## src/design/dmbpid_pkg.sv

```systemverilog
// Shared types, register codes and constants of the dual-mode boiler PID block.
package dmbpid_pkg;

    localparam int AVG_DEPTH_DEF = 8;

    localparam int SAMPLE_W   = 15;
    localparam int ELAPSED_W  = 8;
    localparam int OUTPUT_W   = 10;
    localparam int GAIN_W     = 16;
    localparam int SETPT_W    = 12;
    localparam int PID_MS_W   = 9;
    localparam int WINDOW_W   = 10;
    localparam int INTEG_W    = 13;
    localparam int CFG_IDX_W  = 3;
    localparam int CFG_DATA_W = 16;

    // Widest running sum over the largest averaging depth (64 samples).
    localparam int SUM_MAX_W = SAMPLE_W + 6;

    localparam int PID_PERIOD_MS  = 250;
    localparam int WINDOW_MS      = 1000;
    localparam int INTEGRAL_LIMIT = 3200;
    localparam int READY_MARGIN   = 16;
    localparam int OUT_MAX        = 1000;
    // Bias that lifts the most negative sample to zero before the divide.
    localparam int SAMPLE_BIAS    = 4096;
    // Q8.8 gains, integral in 1/64 units, output in 1/16384 of the sum.
    localparam int ACC_FRAC       = 14;

    // Scaled gains: 40*kp, 10*ki, 160*kd.
    localparam int KP40_W  = 22;
    localparam int KI10_W  = 20;
    localparam int KD160_W = 24;
    localparam int ERR_W   = 16;
    localparam int PP_W    = KP40_W + 1 + ERR_W;
    localparam int PI_W    = KI10_W + 1 + INTEG_W;
    localparam int PD_W    = KD160_W + 1 + ERR_W;
    localparam int ACC_W   = PD_W + 1;

    localparam int QUEUE_DEPTH = 4;   // power of two

    localparam logic [CFG_IDX_W-1:0] CFG_KP_BREW        = 3'd0;
    localparam logic [CFG_IDX_W-1:0] CFG_KI_BREW        = 3'd1;
    localparam logic [CFG_IDX_W-1:0] CFG_KD_BREW        = 3'd2;
    localparam logic [CFG_IDX_W-1:0] CFG_KP_STEAM       = 3'd3;
    localparam logic [CFG_IDX_W-1:0] CFG_KI_STEAM       = 3'd4;
    localparam logic [CFG_IDX_W-1:0] CFG_KD_STEAM       = 3'd5;
    localparam logic [CFG_IDX_W-1:0] CFG_BREW_SETPOINT  = 3'd6;
    localparam logic [CFG_IDX_W-1:0] CFG_STEAM_SETPOINT = 3'd7;

    localparam logic [GAIN_W-1:0]  KP_BREW_RST        = 16'd640;
    localparam logic [GAIN_W-1:0]  KI_BREW_RST        = 16'd20;
    localparam logic [GAIN_W-1:0]  KD_BREW_RST        = 16'd3072;
    localparam logic [GAIN_W-1:0]  KP_STEAM_RST       = 16'd512;
    localparam logic [GAIN_W-1:0]  KI_STEAM_RST       = 16'd26;
    localparam logic [GAIN_W-1:0]  KD_STEAM_RST       = 16'd2560;
    localparam logic [SETPT_W-1:0] BREW_SETPOINT_RST  = 12'd1488;
    localparam logic [SETPT_W-1:0] STEAM_SETPOINT_RST = 12'd2160;

    typedef struct packed {
        logic signed [SAMPLE_W-1:0] temperature_sample;
        logic                       steam_selected;
        logic [ELAPSED_W-1:0]       elapsed_ms;
    } t_in_item;

    typedef struct packed {
        logic signed [SAMPLE_W-1:0] filtered_temperature;
        logic [OUTPUT_W-1:0]        heater_output;
        logic                       ssr_on;
        logic                       steam_ready;
        logic                       steam_active;
    } t_out_item;

    typedef struct packed {
        logic [GAIN_W-1:0]  kp_brew;
        logic [GAIN_W-1:0]  ki_brew;
        logic [GAIN_W-1:0]  kd_brew;
        logic [GAIN_W-1:0]  steam_kp;
        logic [GAIN_W-1:0]  steam_ki;
        logic [GAIN_W-1:0]  steam_kd;
        logic [SETPT_W-1:0] brew_setpoint;
        logic [SETPT_W-1:0] steam_setpoint;
    } t_cfg;

    // One classified sample handed from the front to the back.
    typedef struct packed {
        logic signed [SUM_MAX_W-1:0] sample_sum;
        logic                        steam_mode;
        logic                        clear_integ;
        logic                        run_pid;
        logic [WINDOW_W-1:0]         window_pos;
    } t_work;

endpackage

```

## src/design/dual_mode_boiler_pid_with_ssr_window.sv

```systemverilog
// Top level of the dual-mode boiler PID controller with relay time window.
//
// Usage:
//   Input channel (i_in_valid / o_in_ready / i_in_data): one beat per loop
//   sample carrying the temperature in 1/16 C, the steam switch and the
//   milliseconds since the previous beat.
//   Output channel (o_out_valid / i_out_ready / o_out_data): exactly one beat
//   per input beat, in order: moving average, held heater output, relay
//   drive, steam-ready flag and active mode.
//   Config port (i_cfg_we / i_cfg_index / i_cfg_data): single-cycle writes of
//   the gains and setpoints; write only while no beat is in flight.
// Throughput: one beat per cycle while the receiver takes results. From input
//   accept to output valid: the accept edge writes the queue, then reciprocal
//   multiply, error and integral stage, PID product stage, output register.
// The front end updates the averaging ring, mode and timers in the accept
//   cycle, so the loop-carried state there closes at the accept edge; the
//   integral, previous temperature and held output close in the back stages.
// Reset (synchronous, active low) clears the ring index, the sum, mode,
//   integral, timers and held output; config registers return to defaults.
//   No clearing pass is needed: a one-bit fill flag masks unwritten slots.
// Receiver stall: the back pipeline holds; the 4-entry queue keeps taking
//   beats until full, then o_in_ready drops.
module dual_mode_boiler_pid_with_ssr_window #(
    parameter int AVG_DEPTH = dmbpid_pkg::AVG_DEPTH_DEF
) (
    input  logic                                    i_clk,
    input  logic                                    i_rst_n,
    input  logic                                    i_in_valid,
    output logic                                    o_in_ready,
    input  dmbpid_pkg::t_in_item                    i_in_data,
    output logic                                    o_out_valid,
    input  logic                                    i_out_ready,
    output dmbpid_pkg::t_out_item                   o_out_data,
    input  logic                                    i_cfg_we,
    input  logic [dmbpid_pkg::CFG_IDX_W-1:0]        i_cfg_index,
    input  logic [dmbpid_pkg::CFG_DATA_W-1:0]       i_cfg_data
);
    import dmbpid_pkg::*;

    t_cfg  r_cfg;
    t_work w_push_work, w_head_work;
    logic  w_push, w_pop, w_q_full, w_q_empty;

    // Configuration register file. Setpoints keep the low 12 bits.
    always_ff @(posedge i_clk) begin
        if (!i_rst_n) begin
            r_cfg.kp_brew        <= KP_BREW_RST;
            r_cfg.ki_brew        <= KI_BREW_RST;
            r_cfg.kd_brew        <= KD_BREW_RST;
            r_cfg.steam_kp       <= KP_STEAM_RST;
            r_cfg.steam_ki       <= KI_STEAM_RST;
            r_cfg.steam_kd       <= KD_STEAM_RST;
            r_cfg.brew_setpoint  <= BREW_SETPOINT_RST;
            r_cfg.steam_setpoint <= STEAM_SETPOINT_RST;
        end else if (i_cfg_we) begin
            unique case (i_cfg_index)
                CFG_KP_BREW:        r_cfg.kp_brew        <= i_cfg_data;
                CFG_KI_BREW:        r_cfg.ki_brew        <= i_cfg_data;
                CFG_KD_BREW:        r_cfg.kd_brew        <= i_cfg_data;
                CFG_KP_STEAM:       r_cfg.steam_kp       <= i_cfg_data;
                CFG_KI_STEAM:       r_cfg.steam_ki       <= i_cfg_data;
                CFG_KD_STEAM:       r_cfg.steam_kd       <= i_cfg_data;
                CFG_BREW_SETPOINT:  r_cfg.brew_setpoint  <= i_cfg_data[SETPT_W-1:0];
                CFG_STEAM_SETPOINT: r_cfg.steam_setpoint <= i_cfg_data[SETPT_W-1:0];
                default: begin
                end
            endcase
        end
    end

    // Classify each beat: ring update, mode change, PID tick, window step.
    dmbpid_front #(
        .AVG_DEPTH (AVG_DEPTH)
    ) u_front (
        .i_clk      (i_clk),
        .i_rst_n    (i_rst_n),
        .i_in_valid (i_in_valid),
        .o_in_ready (o_in_ready),
        .i_in_data  (i_in_data),
        .i_q_full   (w_q_full),
        .o_push     (w_push),
        .o_work     (w_push_work)
    );

    // Absorb output stalls so the front keeps taking beats.
    dmbpid_queue u_queue (
        .i_clk   (i_clk),
        .i_rst_n (i_rst_n),
        .i_push  (w_push),
        .i_data  (w_push_work),
        .o_full  (w_q_full),
        .i_pop   (w_pop),
        .o_empty (w_q_empty),
        .o_data  (w_head_work)
    );

    // Average, PID and relay compare; holds as a whole when the sink stalls.
    dmbpid_back #(
        .AVG_DEPTH (AVG_DEPTH)
    ) u_back (
        .i_clk       (i_clk),
        .i_rst_n     (i_rst_n),
        .i_cfg       (r_cfg),
        .i_q_empty   (w_q_empty),
        .i_work      (w_head_work),
        .o_pop       (w_pop),
        .o_out_valid (o_out_valid),
        .i_out_ready (i_out_ready),
        .o_out_data  (o_out_data)
    );

endmodule

```

## src/design/dmbpid_ram.sv

```systemverilog
// Generic single-write, single-read RAM with registered read data.
module dmbpid_ram #(
    parameter int WIDTH = 16,
    parameter int DEPTH = 8
) (
    input  logic                     i_clk,
    input  logic                     i_we,
    input  logic [$clog2(DEPTH)-1:0] i_waddr,
    input  logic [WIDTH-1:0]         i_wdata,
    input  logic [$clog2(DEPTH)-1:0] i_raddr,
    output logic [WIDTH-1:0]         o_rdata
);

    logic [WIDTH-1:0] r_mem [DEPTH];
    logic [WIDTH-1:0] r_rdata;

    always_ff @(posedge i_clk) begin
        if (i_we) begin
            r_mem[i_waddr] <= i_wdata;
        end
        r_rdata <= r_mem[i_raddr];
    end

    assign o_rdata = r_rdata;

endmodule

```

## src/design/dmbpid_front.sv

```systemverilog
// Front end: accepts samples, keeps the moving-average ring, mode and timers.
module dmbpid_front #(
    parameter int AVG_DEPTH = dmbpid_pkg::AVG_DEPTH_DEF
) (
    input  logic                 i_clk,
    input  logic                 i_rst_n,
    input  logic                 i_in_valid,
    output logic                 o_in_ready,
    input  dmbpid_pkg::t_in_item i_in_data,
    input  logic                 i_q_full,
    output logic                 o_push,
    output dmbpid_pkg::t_work    o_work
);
    import dmbpid_pkg::*;

    localparam int IW    = $clog2(AVG_DEPTH);
    localparam int SUM_W = SAMPLE_W + IW;
    localparam logic [IW-1:0] LAST_IDX = IW'(AVG_DEPTH - 1);

    logic [IW-1:0]              r_idx, n_idx;
    logic                       r_full, n_full;
    logic signed [SUM_W-1:0]    r_sum, n_sum;
    logic                       r_mode;
    logic [PID_MS_W-1:0]        r_pid_ms, n_pid_ms;
    logic [WINDOW_W-1:0]        r_win, n_win;
    logic                       w_accept;
    logic                       w_run;
    logic [PID_MS_W-1:0]        w_pid_sum;
    logic [WINDOW_W:0]          w_win_sum;
    logic [SAMPLE_W-1:0]        w_rd_data;
    logic signed [SAMPLE_W-1:0] w_old;

    assign w_accept   = i_in_valid && !i_q_full;
    assign o_in_ready = !i_q_full;

    // Slot under the index was never written until the ring has wrapped once.
    assign w_old = r_full ? signed'(w_rd_data) : '0;

    always_comb begin
        n_idx  = (r_idx == LAST_IDX) ? '0 : r_idx + 1'b1;
        n_full = r_full || (r_idx == LAST_IDX);
        n_sum  = r_sum + SUM_W'(i_in_data.temperature_sample) - SUM_W'(w_old);

        w_pid_sum = r_pid_ms + PID_MS_W'(i_in_data.elapsed_ms);
        w_run     = (w_pid_sum > PID_MS_W'(PID_PERIOD_MS));
        n_pid_ms  = w_run ? '0 : w_pid_sum;

        w_win_sum = (WINDOW_W + 1)'(r_win) + (WINDOW_W + 1)'(i_in_data.elapsed_ms);
        if (w_win_sum >= (WINDOW_W + 1)'(WINDOW_MS)) begin
            n_win = WINDOW_W'(w_win_sum - (WINDOW_W + 1)'(WINDOW_MS));
        end else begin
            n_win = WINDOW_W'(w_win_sum);
        end
    end

    always_ff @(posedge i_clk) begin
        if (!i_rst_n) begin
            r_idx    <= '0;
            r_full   <= 1'b0;
            r_sum    <= '0;
            r_mode   <= 1'b0;
            r_pid_ms <= '0;
            r_win    <= '0;
        end else if (w_accept) begin
            r_idx    <= n_idx;
            r_full   <= n_full;
            r_sum    <= n_sum;
            r_mode   <= i_in_data.steam_selected;
            r_pid_ms <= n_pid_ms;
            r_win    <= n_win;
        end
    end

    // Prefetch the slot that the next sample will replace.
    dmbpid_ram #(
        .WIDTH (SAMPLE_W),
        .DEPTH (AVG_DEPTH)
    ) u_ring (
        .i_clk   (i_clk),
        .i_we    (w_accept),
        .i_waddr (r_idx),
        .i_wdata (i_in_data.temperature_sample),
        .i_raddr (w_accept ? n_idx : r_idx),
        .o_rdata (w_rd_data)
    );

    assign o_push = w_accept;

    always_comb begin
        o_work.sample_sum  = SUM_MAX_W'(n_sum);
        o_work.steam_mode  = i_in_data.steam_selected;
        o_work.clear_integ = (i_in_data.steam_selected != r_mode);
        o_work.run_pid     = w_run;
        o_work.window_pos  = n_win;
    end

endmodule

```

## src/design/dmbpid_queue.sv

```systemverilog
// Small FIFO that decouples the front end from the PID back end.
module dmbpid_queue (
    input  logic              i_clk,
    input  logic              i_rst_n,
    input  logic              i_push,
    input  dmbpid_pkg::t_work i_data,
    output logic              o_full,
    input  logic              i_pop,
    output logic              o_empty,
    output dmbpid_pkg::t_work o_data
);
    import dmbpid_pkg::*;

    localparam int PW = $clog2(QUEUE_DEPTH);

    t_work         r_mem [QUEUE_DEPTH];
    logic [PW-1:0] r_wptr, r_rptr;
    logic [PW:0]   r_count;
    logic          w_push, w_pop;

    assign o_full  = (r_count == (PW + 1)'(QUEUE_DEPTH));
    assign o_empty = (r_count == '0);
    assign w_push  = i_push && !o_full;
    assign w_pop   = i_pop && !o_empty;
    assign o_data  = r_mem[r_rptr];

    always_ff @(posedge i_clk) begin
        if (w_push) begin
            r_mem[r_wptr] <= i_data;
        end
    end

    // Pointers wrap on their own since the depth is a power of two.
    always_ff @(posedge i_clk) begin
        if (!i_rst_n) begin
            r_wptr  <= '0;
            r_rptr  <= '0;
            r_count <= '0;
        end else begin
            if (w_push) begin
                r_wptr <= r_wptr + 1'b1;
            end
            if (w_pop) begin
                r_rptr <= r_rptr + 1'b1;
            end
            if (w_push && !w_pop) begin
                r_count <= r_count + 1'b1;
            end else if (w_pop && !w_push) begin
                r_count <= r_count - 1'b1;
            end
        end
    end

endmodule

```

## src/design/dmbpid_back.sv

```systemverilog
// Back end: average divide, PID terms, output clamp and relay window compare.
module dmbpid_back #(
    parameter int AVG_DEPTH = dmbpid_pkg::AVG_DEPTH_DEF
) (
    input  logic                  i_clk,
    input  logic                  i_rst_n,
    input  dmbpid_pkg::t_cfg      i_cfg,
    input  logic                  i_q_empty,
    input  dmbpid_pkg::t_work     i_work,
    output logic                  o_pop,
    output logic                  o_out_valid,
    input  logic                  i_out_ready,
    output dmbpid_pkg::t_out_item o_out_data
);
    import dmbpid_pkg::*;

    // Divide by AVG_DEPTH as multiply by a rounded-up reciprocal: exact for
    // every biased sum below 2**UW.
    localparam int UW  = $clog2(AVG_DEPTH * (SAMPLE_BIAS + 16384));
    localparam int L   = $clog2(AVG_DEPTH);
    localparam int SH  = UW + L;
    localparam int PW  = 2 * UW + 1;
    localparam int SW1 = SUM_MAX_W + 1;
    localparam longint RECIP = ((longint'(1) << SH) + AVG_DEPTH - 1) / AVG_DEPTH;
    localparam logic [UW:0] RECIP_C = (UW + 1)'(RECIP);
    localparam int QW  = ACC_W - ACC_FRAC;

    logic w_en;

    // Stage 1: biased sum times reciprocal.
    logic                r_s1_v;
    logic [PW-1:0]       r_s1_prod;
    logic                r_s1_mode, r_s1_clear, r_s1_run;
    logic [WINDOW_W-1:0] r_s1_win;
    logic signed [SW1-1:0] w_biased;
    logic [UW-1:0]       w_u;

    // Stage 2: error terms, integral, scaled gains.
    logic                       r_s2_v;
    logic signed [SAMPLE_W-1:0] r_s2_filt;
    logic                       r_s2_ready, r_s2_mode, r_s2_run;
    logic [WINDOW_W-1:0]        r_s2_win;
    logic signed [ERR_W-1:0]    r_s2_err, r_s2_dtemp;
    logic signed [INTEG_W-1:0]  r_s2_integ;
    logic [KP40_W-1:0]          r_s2_kp40;
    logic [KI10_W-1:0]          r_s2_ki10;
    logic [KD160_W-1:0]         r_s2_kd160;

    logic signed [INTEG_W-1:0]  r_integ, n_integ;
    logic signed [SAMPLE_W-1:0] r_prev;

    logic [SAMPLE_W-1:0]        w_q;
    logic signed [SAMPLE_W:0]   w_filt_x;
    logic signed [SAMPLE_W-1:0] w_filt;
    logic [SETPT_W-1:0]         w_setpt;
    logic signed [ERR_W-1:0]    w_setpt_s, w_err, w_dtemp;
    logic                       w_ready;
    logic signed [INTEG_W-1:0]  w_base;
    logic signed [ERR_W:0]      w_isum;
    logic [GAIN_W-1:0]          w_kp, w_ki, w_kd;

    // Stage 3: three products.
    logic                       r_s3_v;
    logic signed [SAMPLE_W-1:0] r_s3_filt;
    logic                       r_s3_ready, r_s3_mode, r_s3_run;
    logic [WINDOW_W-1:0]        r_s3_win;
    logic signed [PP_W-1:0]     r_s3_pp;
    logic signed [PI_W-1:0]     r_s3_pi;
    logic signed [PD_W-1:0]     r_s3_pd;

    // Stage 4: output register.
    logic                  r_ov;
    t_out_item             r_out;
    logic [OUTPUT_W-1:0]   r_held, w_held_next, w_clamped;
    logic signed [ACC_W-1:0] w_acc;
    logic signed [QW-1:0]  w_qacc;

    assign w_en  = !r_ov || i_out_ready;
    assign o_pop = w_en && !i_q_empty;

    // ---- stage 1
    assign w_biased = SW1'(i_work.sample_sum) + SW1'(AVG_DEPTH * SAMPLE_BIAS);
    assign w_u      = UW'(w_biased);

    always_ff @(posedge i_clk) begin
        if (w_en) begin
            r_s1_prod  <= PW'(w_u) * PW'(RECIP_C);
            r_s1_mode  <= i_work.steam_mode;
            r_s1_clear <= i_work.clear_integ;
            r_s1_run   <= i_work.run_pid;
            r_s1_win   <= i_work.window_pos;
        end
    end

    // ---- stage 2
    always_comb begin
        w_q      = SAMPLE_W'(r_s1_prod >> SH);
        w_filt_x = signed'({1'b0, w_q}) - (SAMPLE_W + 1)'(SAMPLE_BIAS);
        w_filt   = w_filt_x[SAMPLE_W-1:0];

        w_setpt   = r_s1_mode ? i_cfg.steam_setpoint : i_cfg.brew_setpoint;
        w_setpt_s = signed'(ERR_W'(w_setpt));
        w_err     = w_setpt_s - ERR_W'(w_filt);
        w_dtemp   = ERR_W'(w_filt) - ERR_W'(r_prev);
        w_ready   = r_s1_mode
                 && (ERR_W'(w_filt) >= w_setpt_s - ERR_W'(READY_MARGIN));

        w_base = r_s1_clear ? '0 : r_integ;
        w_isum = (ERR_W + 1)'(w_base) + (ERR_W + 1)'(w_err);
        if (!r_s1_run) begin
            n_integ = w_base;
        end else if (w_isum > (ERR_W + 1)'(INTEGRAL_LIMIT)) begin
            n_integ = INTEG_W'(INTEGRAL_LIMIT);
        end else if (w_isum < -(ERR_W + 1)'(INTEGRAL_LIMIT)) begin
            n_integ = -INTEG_W'(INTEGRAL_LIMIT);
        end else begin
            n_integ = INTEG_W'(w_isum);
        end

        w_kp = r_s1_mode ? i_cfg.steam_kp : i_cfg.kp_brew;
        w_ki = r_s1_mode ? i_cfg.steam_ki : i_cfg.ki_brew;
        w_kd = r_s1_mode ? i_cfg.steam_kd : i_cfg.kd_brew;
    end

    always_ff @(posedge i_clk) begin
        if (w_en) begin
            r_s2_filt  <= w_filt;
            r_s2_ready <= w_ready;
            r_s2_mode  <= r_s1_mode;
            r_s2_run   <= r_s1_run;
            r_s2_win   <= r_s1_win;
            r_s2_err   <= w_err;
            r_s2_dtemp <= w_dtemp;
            r_s2_integ <= n_integ;
            r_s2_kp40  <= (KP40_W'(w_kp) << 5) + (KP40_W'(w_kp) << 3);
            r_s2_ki10  <= (KI10_W'(w_ki) << 3) + (KI10_W'(w_ki) << 1);
            r_s2_kd160 <= (KD160_W'(w_kd) << 7) + (KD160_W'(w_kd) << 5);
        end
    end

    // Integral and previous temperature advance in item order at stage 2.
    always_ff @(posedge i_clk) begin
        if (!i_rst_n) begin
            r_integ <= '0;
            r_prev  <= '0;
        end else if (w_en && r_s1_v) begin
            r_integ <= n_integ;
            if (r_s1_run) begin
                r_prev <= w_filt;
            end
        end
    end

    // ---- stage 3
    always_ff @(posedge i_clk) begin
        if (w_en) begin
            r_s3_filt  <= r_s2_filt;
            r_s3_ready <= r_s2_ready;
            r_s3_mode  <= r_s2_mode;
            r_s3_run   <= r_s2_run;
            r_s3_win   <= r_s2_win;
            r_s3_pp    <= signed'({1'b0, r_s2_kp40}) * r_s2_err;
            r_s3_pi    <= signed'({1'b0, r_s2_ki10}) * r_s2_integ;
            r_s3_pd    <= signed'({1'b0, r_s2_kd160}) * r_s2_dtemp;
        end
    end

    // ---- stage 4
    always_comb begin
        w_acc  = ACC_W'(r_s3_pp) + ACC_W'(r_s3_pi) - ACC_W'(r_s3_pd);
        w_qacc = QW'(w_acc >>> ACC_FRAC);
        if (w_qacc < 0) begin
            w_clamped = '0;
        end else if (w_qacc > QW'(OUT_MAX)) begin
            w_clamped = OUTPUT_W'(OUT_MAX);
        end else begin
            w_clamped = OUTPUT_W'(w_qacc);
        end
        w_held_next = r_s3_run ? w_clamped : r_held;
    end

    always_ff @(posedge i_clk) begin
        if (w_en) begin
            r_out.filtered_temperature <= r_s3_filt;
            r_out.heater_output        <= w_held_next;
            r_out.ssr_on               <= (r_s3_win < w_held_next);
            r_out.steam_ready          <= r_s3_ready;
            r_out.steam_active         <= r_s3_mode;
        end
    end

    always_ff @(posedge i_clk) begin
        if (!i_rst_n) begin
            r_s1_v <= 1'b0;
            r_s2_v <= 1'b0;
            r_s3_v <= 1'b0;
            r_ov   <= 1'b0;
            r_held <= '0;
        end else if (w_en) begin
            r_s1_v <= o_pop;
            r_s2_v <= r_s1_v;
            r_s3_v <= r_s2_v;
            r_ov   <= r_s3_v;
            if (r_s3_v) begin
                r_held <= w_held_next;
            end
        end
    end

    assign o_out_valid = r_ov;
    assign o_out_data  = r_out;

endmodule

```

## config.mk

```make
export PLATFORM = sky130hd
export DESIGN_NAME = dual_mode_boiler_pid_with_ssr_window
export DESIGN_NICKNAME = d
export VERILOG_FILES = /design/src/design/dmbpid_pkg.sv /design/src/design/dual_mode_boiler_pid_with_ssr_window.sv /design/src/design/dmbpid_ram.sv /design/src/design/dmbpid_front.sv /design/src/design/dmbpid_queue.sv /design/src/design/dmbpid_back.sv
export SDC_FILE = /design/constraint.sdc
export NUM_CORES = 2
export LEC_CHECK = 0
export BUFFER_PORTS_ARGS = -buffer_cell sky130_fd_sc_hd__buf_2
export CORE_ASPECT_RATIO = 0.9
export CORE_MARGIN = 3
export CORE_UTILIZATION = 50
export CTS_BUF_LIST = sky130_fd_sc_hd__clkbuf_2
export CTS_CLUSTER_SIZE = 40
export DETAILED_ROUTE_END_ITERATION = 12
export PLACE_DENSITY = 0.74
export REMOVE_ABC_BUFFERS = 1
export SYNTH_ARGS = -nofsm -noshare
export SYNTH_HDL_FRONTEND = slang
export SYNTH_SLANG_ARGS = --single-unit
```

## constraint.sdc

```tcl
create_clock -name i_clk -period 8.5 [get_ports i_clk]
set_clock_uncertainty 0.1 [all_clocks]
set_input_delay 0 -clock i_clk [delete_from_list [all_inputs] [get_ports i_clk]]
set_output_delay 0 -clock i_clk [all_outputs]
set_load 0.005 [all_outputs]
```

After elaboration in Yosys (flattened, before gate mapping). Memories as Yosys holds them, arrays and structs flattened. A register that Yosys moved wholly into a read port is not among the register bits. Cells that the tools add are included.

Bits in registers: 551. RAM bits: 256. Word-level logic and storage cells: 149. Memories: 2.

Add/subtract/negate cells: 21. $mul: 3. Order comparisons: 8. Equality and inequality tests: 10. Mux-type cells: 24. Reduce and logical (&&, ||, !) cells: 28.

Memory list: u_queue.r_mem (depth 4, bits a word 34, rd ports 1, clocked after memory_dff 1, wr ports 1, line dmbpid_queue.sv:16) `t_work r_mem [QUEUE_DEPTH];`; u_front.u_ring.r_mem (depth 8, bits a word 15, rd ports 1, clocked after memory_dff 1, wr ports 1, line dmbpid_ram.sv:14) `logic [WIDTH-1:0] r_mem [DEPTH];`.

Operators with widths (number): 13-bit two-way mux (4); 16-bit two-way mux (3); 40-bit by 41-bit subtractor with 42-bit output (1); 25-bit by 16-bit multiplier with 41-bit output (1); 39-bit by 34-bit adder with 40-bit output (1); 10-bit two-way mux (4); 23-bit by 16-bit multiplier with 39-bit output (1); 21-bit by 13-bit multiplier with 34-bit output (1); 28-bit by 11-bit greater-than comparator with 1-bit output (second input constant) (1); 28-bit by 1-bit < comparator with 1-bit output (second input constant) (1); 23-bit by 21-bit adder with 24-bit output (1); 21-bit by 19-bit adder with 22-bit output (1); 19-bit by 17-bit adder with 20-bit output (1); 2-bit AND reduction (10); 18-bit by 15-bit adder with 18-bit output (1); 18-bit by 17-bit adder with 18-bit output (second input constant) (1); 3-bit == test (second input constant) (6); 18-bit by 15-bit subtractor with 18-bit output (1); 13-bit by 16-bit adder with 17-bit output (1); 17-bit by 13-bit greater-than comparator with 1-bit output (second input constant) (1); 17-bit by 13-bit < comparator with 1-bit output (second input constant) (1); 13-bit by 15-bit subtractor with 16-bit output (1); 15-bit by 15-bit subtractor with 16-bit output (1); 15-bit by 13-bit >= comparator with 1-bit output (1); other kinds (25) (48).

Logic depth before layout (Yosys ltp).
Word-level depth: 8. Gate-level depth with buffers: 31. Gate-level depth less buffers: 27.

By module. From an unflattened synthesis, not the netlist that was laid out.

Cell total of the unflattened synthesis: 6400. Area, all modules: 67898.9 µm².

By module, submodules not included: dmbpid_back (instances 1, cells each 5044, area an instance 48959.5 µm², sequential area each 10420.0 µm²); dmbpid_queue (instances 1, cells each 226, area an instance 5444.0 µm², sequential area each 4264.1 µm²); dmbpid_ram (instances 1, cells each 201, area an instance 4973.5 µm², sequential area each 3903.7 µm²); dual_mode_boiler_pid_with_ssr_window (instances 1, cells each 433, area an instance 4526.8 µm², sequential area each 2402.3 µm²); dmbpid_front (instances 1, cells each 496, area an instance 3995.1 µm², sequential area each 840.8 µm²).

Worst setup path before layout. No wires, ideal clock.

Kind: register -> register. Start point: reg u_back.r_ov, in the netlist u_back.o_out_valid. End point: reg u_queue.r_count[2]. Setup time: 70 ps. Data arrival time: 9182 ps. Data required time: 8330 ps. Slack: -853 ps. Cell stages (with the launch flop): 10. Period minus slack after synthesis: 9353 ps. Path through: dfxtp_1 -> nor2b_1 -> inv_1 -> o31ai_1 -> ha_1 -> inv_1 -> fa_1 -> xor2_1 -> or3_1 -> a21oi_1.

Word-level cells in the longest chain between the ends: 7. Elaborated cells on any way between the ends: 9. Those cells by class: 1 x mux; 8 x reduce/logical.

RTL lines: start, declared (line dmbpid_back.sv:72) `logic r_ov;`; start signal, assigned (line dmbpid_back.sv:203) `r_ov <= r_s3_v;`; 1-bit logical NOT * (line dmbpid_back.sv:78) `assign w_en = !r_ov || i_out_ready;`; 1-bit logical OR * (line dmbpid_back.sv:78); 1-bit logical AND * (line dmbpid_back.sv:79) `assign o_pop = w_en && !i_q_empty;`; 1-bit logical AND * (line dmbpid_queue.sv:24) `assign w_pop = i_pop && !o_empty;`; 1-bit logical NOT (line dmbpid_queue.sv:46) `if (w_push && !w_pop) begin`; 1-bit logical AND (line dmbpid_queue.sv:46); 3-bit two-way mux / 2-bit nonzero test (equally long branches); end signal, assigned (line dmbpid_queue.sv:47) `r_count <= r_count + 1'b1;`; end signal, assigned (line dmbpid_queue.sv:49) `r_count <= r_count - 1'b1;`; end, declared (line dmbpid_queue.sv:18) `logic [PW:0] r_count;`.

Mark *: on every way between the ends. The rest lies on a longest branch, timed or not. A chain may end at the register's enable or synchronous reset.

Final worst setup path.
Start point: reg u_back.r_s2_kp40[15]. End point: reg u_back.r_s3_pp[38] (data pin).

Word-level cells in the longest chain between the ends: 1.

RTL lines: start, declared (line dmbpid_back.sv:45) `logic [KP40_W-1:0] r_s2_kp40;`; start signal, assigned (line dmbpid_back.sv:135) `r_s2_kp40 <= (KP40_W'(w_kp) << 5) + (KP40_W'(w_kp) << 3);`; 23-bit by 16-bit multiplier with 39-bit output (line dmbpid_back.sv:162) `r_s3_pp <= signed'({1'b0, r_s2_kp40}) * r_s2_err;`; end signal, assigned (line dmbpid_back.sv:162); end, declared (line dmbpid_back.sv:67) `logic signed [PP_W-1:0] r_s3_pp;`.

No other way between the ends.

==> impl_results.md <==
* # H-tree levels at 4
* I/O pin cnt at 78
* Largest cells by area after synthesis: edfxtp_1, fa_1, ha_1, dfxtp_1, inv_1
* Total track usage at 24.9%
* TNS Setup at 0 ps
* Synth Area per Inst at 9.91 sq um
* Placement Rows at 125
* Compound-Gate Fraction of Synth Area at 8.15%
* CORE AREA at 130,000 sq um
* Clk buf depth at 3
* R2r worst-path depth at 24
* Dpl hpwl at 125 mm
* Fillers at 11,105
* Clk root buf: clkbuf_2
* Setup Buffers After CTS at 0
* Required time of the critical path at 9760 ps
* Area grow syn2layout at 9.23%
* Fin util at 55.5%
* Max Cap Violations at 0
* Most common cell after layout, fill and taps aside: inv_1
* Setup WS pre-CTS at 1120 ps
* Fin. max-slew vios at 0
* Resized cells post-CTS at 0
* Vias at 48,484
* Hold Path Class: in -> reg
* Total wire length at 169 mm
* Starting Density at 50.8%
* Final setup viols at 0
* Syn Inst Count at 6,675
* Clock Sink Count at 779
* Hold EP: r_cfg[9]$_SDFFE_PN0P_
* Largest family of logic cells by synthesized area: adder cells
* Clk Latency, worst-skew pair at 1680 ps
* I/O Buffers at 77
* Top cell type's share of synthesized area at 25.0%
* Inserted Clock Buffers at 196
* Register area share after synthesis at 31.9%
* Share of cells above drive strength 1 at 8.19%
* Nets at 8,278
* Final Critical Period at 7350 ps
* Die area at 137,000 sq um
* Synth Area in Simple Gates at 14.9%
* Top_reg_cell synth: edfxtp_1
* Post-synth EDFFs at 551
* First-iteration detailed-routing DRC count at 4,190
* Worst hold path depth at 7
* CTS hold repair buffers at 209
* TritonCTS clock tree: built
* Post-Synth Adder-Cell Area at 32.7%
* Drt drc at 0
* Most frequent cells in the layout: inv_1, nand2_1, fa_1, ha_1, edfxtp_1
* R2r setup slk at 1150 ps
* RSZ-0062 raised after global routing: false
* Crit path kind: reg -> reg
* Vias in the first global route at 49,543
* Die X at 389 um
* Synth cell types at 103
* FF+latch count, synth at 779
* Setup ws final at 1150 ps
* FF-to-FF Start: u_back.r_s2_kp40[15]$_DFFE_PN_
* Die Height at 351 um
* Avg WL per Cell at 19.1 um
* Hold Vio Cnt, Final at 0
* Outcome: completed
* Clock transition at path regs at 100 ps
* DR vias/cell at 5.49
* Routability Congestion at 0.936
* Fmax at 0.136 GHz
* First-pass GRT wire length at 269 mm
* Synth area leader: edfxtp_1
* Final period util at 86.5%
* Worst-path fanout max at 16
* Largest net degree at the start of global routing at 125
* GRT overflow at 0
* Hold_sp: i_cfg_index[1]
* Number of synthesis warnings at 0
* Pre-Repair DR Iteration Count at 6
* Reg2reg end: u_back.r_s3_pp[38]$_DFFE_PN_
* DRT antenna net count at 0
* Xor and xnor area share after synthesis at 2.65%
* Relative slew margins at 24.1%
* Post-synthesis mux area share at 2.03%
* Worst-margin pin slew at 1140 ps
* Post-Synthesis Cell Area at 66,100 sq um
* Initial antenna violation count at 8
* CP endpoint kind: register
* Synth async-reset ratio at 0%
* CP arrival at 8610 ps
* CP Launch Type: register
## per-stage QoR
| step | hold slack [ps] | area [sq um] | std cells |
|---|---|---|---|
| 2_1_floorplan | -28.2 | 65100 | 6414 |
| 3_3_place_gp | 189 | 68100 | 8247 |
| 3_5_place_dp | 204 | 68100 | 8247 |
| 4_1_cts | 2.14 | 72200 | 8819 |
| 5_1_grt | 186 | 72200 | 8825 |
| 6_report | 291 | 72300 | 8828 |
## how the worst max path moves through the flow
stage                     slack, ps  cells after the start                               to                            start
after global routing            700                     21     u_back.r_s3_pd[40]$_DFFE_PN_   u_back.r_s2_dtemp[6]$_DFFE_PN_
after CTS                      1160                     22     u_back.r_s3_pd[40]$_DFFE_PN_   u_back.r_s2_dtemp[7]$_DFFE_PN_
final                          1150                     24     u_back.r_s3_pp[38]$_DFFE_PN_   u_back.r_s2_kp40[15]$_DFFE_PN_
after detailed placement       1120                     24     u_back.r_s3_pp[38]$_DFFE_PN_   u_back.r_s2_kp40[15]$_DFFE_PN_
after floorplan                -880                      8  u_queue.r_count[1]$_SDFFE_PN0P_  u_back.o_out_valid$_SDFFE_PN0N_
after global placement         1180                     24     u_back.r_s3_pp[38]$_DFFE_PN_     u_back.r_s2_err[1]$_DFFE_PN_
## routing by layer
| layer | up-vias | track usage, % | routed length [um] |
|---|---|---|---|
| li1 | 22348 | - | - |
| met1 | 23819 | 33.1 | 70200 |
| met2 | 1977 | 40.5 | 78400 |
| met3 | 340 | 4.94 | 13700 |
| met4 | 0 | 9.59 | 6210 |
| met5 | - | 0 | 0 |
## flip-flops by register name, summed over array words and instances, names as in the netlist, 13 cells and up, named ones only
| name | flops |
|---|---|
| u_front.u_ring.r_mem | 120 |
| u_back.r_integ | 13 |
| u_back.o_out_data | 28 |
| u_front.r_sum | 18 |
| r_cfg | 120 |
| u_back.r_s2_dtemp | 16 |
| u_back.r_s3_filt | 15 |
| u_front.u_ring.o_rdata | 15 |
| u_back.r_s3_pd | 36 |
| u_back.r_s2_kp40 | 19 |
| u_queue.r_mem | 112 |
| u_back.r_s2_err | 16 |
| u_back.r_s2_kd160 | 19 |
| u_back.r_s2_filt | 15 |
| u_back.r_s1_prod | 15 |
| u_back.r_s3_pp | 36 |
| u_back.r_s3_pi | 33 |
| u_back.r_s2_ki10 | 19 |
| u_back.r_prev | 15 |
| u_back.r_s2_integ | 13 |
## Yosys cell counts (all sizes together) (12+ instances only)
cell type,instances
mux2,41
fa,730
edfxtp,551
nor2,225
a21boi,30
nand4,21
xor2,52
o21bai,20
buf,22
inv,1077
o21a,27
ha,560
mux2i,25
a21oi,313
nand2,1073
dfxtp,228
or2,12
and3,31
nor4,12
mux4,28
o21ai,170
a31oi,26
nor3,62
or3,16
xnor2,148
a31o,12
nand2b,89
and2,333
nor2b,61
nand3,158
a211oi,34
clkbuf,239
o211ai,15
a21o,82
## critical path: stages (launching register included)
cell and delay [ps]:
edfxtp_1 830, nand2_1 180, fa_1 580, inv_1 60, fa_1 540, inv_1 60
fa_1 500, inv_1 50, fa_1 540, inv_1 50, fa_1 470, inv_1 50
fa_1 430, ha_1 350, nand4_1 190, nor4_1 270, nor2_1 100, a31oi_1 290
a21oi_1 210, o311ai_0 530, nand2_1 190, o211ai_1 260, a31o_2 180, a21oi_1 70
xnor2_1 130
## final cells by class
class | count | area, sq um | share of cell area (%)
multi-input cells | 4557 | 40100 | 55.5
flip-flops and latches | 779 | 21100 | 29.2
inverters | 1078 | 4060 | 5.61
repair buffers | 328 | 2820 | 3.91
well taps | 1714 | 2140 | 2.97
clock buffers | 289 | 1450 | 2.00
clock inverters | 74 | 567 | 0.784
diodes | 9 | 22.5 | 0.0312
## cells by family after synthesis
logic type | count (synthesis)
AO/OA/AOI/OAI | 848
XOR/XNOR | 200
adder cells (fa/ha/maj) | 1290
buffers and inverters | 1339
flip-flops | 779
multiplexers | 94
AND/OR/NAND/NOR | 2125
Power is not shown: default switching activity piles up to over one toggle a cycle in this logic, so the estimate is an artifact.
